## config.mk

```make
export PLATFORM = sky130hd
export DESIGN_NAME = cms_hash
export DESIGN_NICKNAME = d
export VERILOG_FILES = /design/src/design/cms_pkg.sv /design/src/design/cms_hash.sv
export SDC_FILE = /design/constraint.sdc
export NUM_CORES = 2
export LEC_CHECK = 0
export CORE_MARGIN = 2
export CORE_UTILIZATION = 60
export DETAILED_ROUTE_END_ITERATION = 16
export DONT_BUFFER_PORTS = 1
export PLACE_DENSITY_LB_ADDON = 0.15
export SLEW_MARGIN = 20
export SYNTH_ARGS = -nofsm -noshare
export SYNTH_HDL_FRONTEND = slang
export SYNTH_SLANG_ARGS = --single-unit
```

## constraint.sdc

```tcl
create_clock -name clk -period 8.09 [get_ports clk]
set_clock_uncertainty 0.2 [all_clocks]
set_input_delay 1.2135 -clock clk [delete_from_list [all_inputs] [get_ports clk]]
set_output_delay 1.2135 -clock clk [all_outputs]
set_load 0.05 [all_outputs]
```

## src/design/cms_pkg.sv

```systemverilog
`timescale 1ns / 1ps

package cms_pkg;

  localparam int ROWS        = 3;
  localparam int COLUMN_BITS = 17;

  localparam logic [31:0] MIX2     = 32'd2246822519;
  localparam logic [31:0] MIX3     = 32'd3266489917;
  localparam logic [31:0] MIX4     = 32'd668265263;
  localparam logic [31:0] MIX5     = 32'd374761393;
  localparam logic [31:0] ID_BYTES = 32'd12;

  // per-row seeds, row 0 in the low word
  localparam logic [2:0][31:0] ROW_SEED = {32'd1151, 32'd5197, 32'd181};

  typedef logic [31:0]                              word_t;
  typedef logic signed [31:0]                       est_t;
  typedef logic [COLUMN_BITS-1:0]                   col_addr_t;
  typedef logic [ROWS-1:0][COLUMN_BITS-1:0]         col_vec_t;
  typedef logic [2:0][31:0]                         flow_words_t;

  typedef enum logic {
    OP_LOAD  = 1'b0,
    OP_QUERY = 1'b1
  } op_t;

  function automatic word_t rotl17(input word_t x);
    return {x[14:0], x[31:15]};
  endfunction

  function automatic word_t hash_init(input word_t seed);
    return seed + ID_BYTES + MIX5;
  endfunction

endpackage

```

## src/design/cms_hash.sv

```systemverilog
`timescale 1ns / 1ps

module cms_hash import cms_pkg::*; (
  input  logic        clk,
  input  logic        rst_n,
  input  logic        start,
  input  flow_words_t flow_words,
  output logic        done,
  output col_vec_t    cols
);

  typedef enum logic [3:0] {
    H_IDLE, H_M0, H_A0, H_B0, H_A1, H_B1, H_A2, H_B2, H_F1, H_F2, H_DONE
  } hstate_t;

  hstate_t     state_r, state_nxt;
  flow_words_t w_r, w_nxt;
  word_t       t_r, t_nxt;
  word_t       h_r   [ROWS];
  word_t       h_nxt [ROWS];

  word_t t_mul_in;
  word_t t_prod;
  word_t mix_k;
  logic  do_rot;
  logic  do_mul;
  logic  do_init;

  always_comb begin
    case (state_r)
      H_A0:    t_mul_in = w_r[1];
      H_A1:    t_mul_in = w_r[2];
      default: t_mul_in = w_r[0];
    endcase
    case (state_r)
      H_F1:    mix_k = MIX2;
      H_F2:    mix_k = MIX3;
      default: mix_k = MIX4;
    endcase
    t_prod  = t_mul_in * MIX3;
    do_init = (state_r == H_IDLE) && start;
    do_rot  = (state_r == H_A0) || (state_r == H_A1) || (state_r == H_A2);
    do_mul  = (state_r == H_B0) || (state_r == H_B1) || (state_r == H_B2) ||
              (state_r == H_F1) || (state_r == H_F2);
  end

  always_comb begin
    state_nxt = state_r;
    w_nxt     = w_r;
    t_nxt     = t_r;
    unique case (state_r)
      H_IDLE: begin
        if (start) begin
          w_nxt     = flow_words;
          state_nxt = H_M0;
        end
      end
      H_M0: begin
        t_nxt     = t_prod;
        state_nxt = H_A0;
      end
      H_A0: begin
        t_nxt     = t_prod;
        state_nxt = H_B0;
      end
      H_B0: state_nxt = H_A1;
      H_A1: begin
        t_nxt     = t_prod;
        state_nxt = H_B1;
      end
      H_B1:   state_nxt = H_A2;
      H_A2:   state_nxt = H_B2;
      H_B2:   state_nxt = H_F1;
      H_F1:   state_nxt = H_F2;
      H_F2:   state_nxt = H_DONE;
      H_DONE: state_nxt = H_IDLE;
      default: state_nxt = H_IDLE;
    endcase
  end

  // one multiplier per row lane; the avalanche xor-shift rides in front of it
  always_comb begin
    word_t mix_in;
    for (int r = 0; r < ROWS; r++) begin
      case (state_r)
        H_F1:    mix_in = h_r[r] ^ (h_r[r] >> 15);
        H_F2:    mix_in = h_r[r] ^ (h_r[r] >> 13);
        default: mix_in = h_r[r];
      endcase
      if (do_init) begin
        h_nxt[r] = hash_init(ROW_SEED[r]);
      end else if (do_rot) begin
        h_nxt[r] = rotl17(h_r[r] + t_r);
      end else if (do_mul) begin
        h_nxt[r] = mix_in * mix_k;
      end else begin
        h_nxt[r] = h_r[r];
      end
    end
  end

  always_ff @(posedge clk) begin
    if (!rst_n) begin
      state_r <= H_IDLE;
    end else begin
      state_r <= state_nxt;
    end
  end

  always_ff @(posedge clk) begin
    w_r <= w_nxt;
    t_r <= t_nxt;
    for (int r = 0; r < ROWS; r++) begin
      h_r[r] <= h_nxt[r];
    end
  end

  // last xor-shift folds straight into the column address
  always_comb begin
    word_t fin;
    for (int r = 0; r < ROWS; r++) begin
      fin     = h_r[r] ^ (h_r[r] >> 16);
      cols[r] = fin[COLUMN_BITS-1:0];
    end
  end

  assign done = (state_r == H_DONE);

  a_start_idle: assert property (@(posedge clk) disable iff (!rst_n)
    start && (state_r == H_IDLE) |=> state_r == H_M0)
    else $error("hash start not taken");

  a_done_pulse: assert property (@(posedge clk) disable iff (!rst_n)
    done |=> !done)
    else $error("hash done longer than one cycle");

  a_done_after_f2: assert property (@(posedge clk) disable iff (!rst_n)
    done |-> $past(state_r == H_F2))
    else $error("hash done out of sequence");

endmodule
```

==> impl_metrics.env <==
export IMPL_numCtsBuffers=28
export IMPL_outcome="complete, but fails checks"
export IMPL_yosys_warnings=0
export IMPL_relSlewSlack_pct=22.5
export IMPL_fin_area_sq_um=77600
export IMPL_setup_viol=13
export IMPL_fin_nets=9996
export IMPL_routed_wirelength_mm=229
export IMPL_via_count=51900
export IMPL_synthArstFlopShare_pct=0
export IMPL_die_w_um=332
export IMPL_rsz0062_at_grt="yes"
export IMPL_startpoint_type="register"
export IMPL_synth_cell_types=100
export IMPL_worstPathRequired_ns=8.41
export IMPL_critPathKind="reg2reg"
export IMPL_synthFlopType="edfxtp_1"
export IMPL_cts_root_buf="clkbuf_16"
export IMPL_dp_slack_ns=-0.626
export IMPL_slew_viol_final=0
export IMPL_drive_gt1_share_pct=21.3
export IMPL_critical_path_top_delay_family="adder cells"
export IMPL_grt_max_degree=99
export IMPL_synth_top_area_cell="fa_1"
export IMPL_worst_pin_slew_ns=1.16
export IMPL_wl_per_cell_um=24.8
export IMPL_slowest_delay_ns=0.63
export IMPL_syn_area_sq_um=64500
export IMPL_antenna_found_initial=1
export IMPL_dp_hpwl_mm=199
export IMPL_port_buffer_count=0
export IMPL_hold_viol=0
export IMPL_ant_nets=0
export IMPL_die_area_sq_um=110000
export IMPL_crit_slowest_cell="fa_2"
export IMPL_violations="negative setup slack"
export IMPL_area_growth_pct=20.4
export IMPL_crit_buf_inv=8
export IMPL_cts_sink_count=228
export IMPL_grt_overflow=0
export IMPL_vias_per_cell=5.61
export IMPL_first_pass_iters=6
export IMPL_critPathMaxFanout=7
export IMPL_hp_class="reg2reg"
export IMPL_io_pins=151
export IMPL_post_route_min_period_ns=8.31
export IMPL_rows=120
export IMPL_cp_common_cell="fa_1"
export IMPL_insertion_delay_ns=0.59
export IMPL_cts_buffer_depth=3
export IMPL_die_h_um=332
export IMPL_cts_tree="yes"
export IMPL_syn_inst=6864
export IMPL_holdBufCountCts=0
export IMPL_clk_pin_slew_ns=0.07
export IMPL_h_tree_depth=1
export IMPL_synth_enable_flop_cells=128
export IMPL_start_util_pct=60.3
export IMPL_grt_pass1_wl_mm=341
export IMPL_ys_seq_area_share_pct=9.06
export IMPL_arrival_ns=8.63
export IMPL_place_congestion=1.02
export IMPL_drc=0
export IMPL_synthTopCellsByCount="inv_1, fa_1, ha_1"
export IMPL_yosysTopAreaCellShare_pct=40.0
export IMPL_syn_area_per_cell_sq_um=9.40
export IMPL_grtUsageTotal_pct=42.0
export IMPL_coreArea_sq_um=107000
export IMPL_netlist_top_cells_area="fa_1, ha_1, inv_1, edfxtp_1, xnor2_1"
export IMPL_maxCapViolations=0
export IMPL_drt_iter0_markers=4838
export IMPL_grt_pass1_vias=55200
export IMPL_ys_ff_latch=228
export IMPL_place_area_sq_um=74000
export IMPL_max_clock_freq_mhz=120
export IMPL_min_period_over_period_pct=103
export IMPL_postLayoutSetupSlackWorst_ns=-0.221
export IMPL_synth_most_common_cell="inv_1"
export IMPL_cp_end_kind="register"
repair_timing:
item	in CTS	in global routing
cloned	0	2
resized for setup	176	297
buffers inserted	49	45
pin swaps	113	179
endpoints found under the setup margin	30	48
cells in the final DEF (no fill, tap or decap), types with 37 or more instances in the layout:
master and instances:
nand2_2 56, inv_2 59, fa_2 55, ha_1 744
ha_4 44, o21ai_0 128, inv_1 1914, a21o_1 80
fa_1 1234, dfxtp_1 96, nor3_1 37, buf_4 1059
nor2_1 279, and2_1 69, a21oi_2 41, xnor2_1 324
xor2_1 168, a22oi_1 39, edfxtp_1 128, a21oi_1 184
nand2_1 337
worst reg2reg max path: cells and delay by family (launching register included):
| family | cells | cell delay, ns |
|---|---|---|
| AOI/OAI and AO/OA | 6 | 0.96 |
| adders and majority gates | 9 | 4.40 |
| and+or+nand+nor | 4 | 1.12 |
| xor gates and xnor gates | 2 | 0.33 |
| DFF | 1 | 0.37 |
| buffers and inverters | 8 | 0.86 |
sequential cells by signal (all words and copies together) (netlist names):
register / flops
h_r: 96
state_r: 4
w_r: 96
t_r: 32
per-stage QoR:
| stage | cells | hold slack (ns) | setup TNS (ns) | utilization [%] |
|---|---|---|---|---|
| final | 9241 | 0.361 | -1.61 | 72.6 |
| after CTS | 9197 | 0.355 | -0.934 | 71.1 |
| after detailed placement | 9097 | 0.345 | -6.86 | 69.2 |
| after floorplan | 6866 | 0.380 | -0.0635 | - |
| after global routing | 9240 | 0.418 | -6.63 | 72.6 |
| after global placement | 9097 | 0.338 | -4.75 | 69.2 |
per-layer routing:
metal  track usage, %  part of all wire, %  vias to the layer above
li1                 -                    -                    22700
met1             56.0                   39                    26000
met2             67.3                   46                     2455
met3             6.49                  8.7                      665
met4             21.0                  6.4                        0
met5                0                    0                        -
cell type report:
| type | count | area, sq um |
|---|---|---|
| well taps | 1403 | 1760 |
| clock buffers | 31 | 712 |
| flip-flops and latches | 228 | 5860 |
| clock inverters | 21 | 270 |
| repair buffers | 1122 | 8960 |
| diodes | 1 | 2.50 |
| fillers | 8156 | 29300 |
| inverters | 1976 | 7430 |
| multi-input cells | 4459 | 52600 |
logic make-up (layout without fill, tap and decap cells):
family | count (synthesis) | in the layout | share of synthesized area, %
buf+inv | 2179 | 3150 | 12.8
fa+ha+maj | 2082 | 2082 | 55.4
simple gates | 1046 | 1046 | 7.32
compound gates | 782 | 782 | 7.91
xor+xnor | 515 | 515 | 7.04
flops | 228 | 228 | 9.06
mux | 31 | 31 | 0.483
other cells | 1 | 4 | 0.00581
final timing paths:
kind | startpoint | end | slack (ns) | cells past startpoint
worst max-delay path | state_r[3]$_SDFFE_PN0P_ | h_r[0][31]$_SDFFE_PP0P_ | -0.22 | 29
worst min-delay path | h_r[0][71]$_SDFFE_PP0P_ | h_r[0][71]$_SDFFE_PP0P_ | 0.36 | 2
worst max register to register | state_r[3]$_SDFFE_PN0P_ | h_r[0][31]$_SDFFE_PP0P_ | -0.22 | 29
worst min register to register | h_r[0][71]$_SDFFE_PP0P_ | h_r[0][71]$_SDFFE_PP0P_ | 0.36 | 2
Power is not shown: default switching activity piles up to over one toggle a cycle in this logic, so the estimate is an artifact.
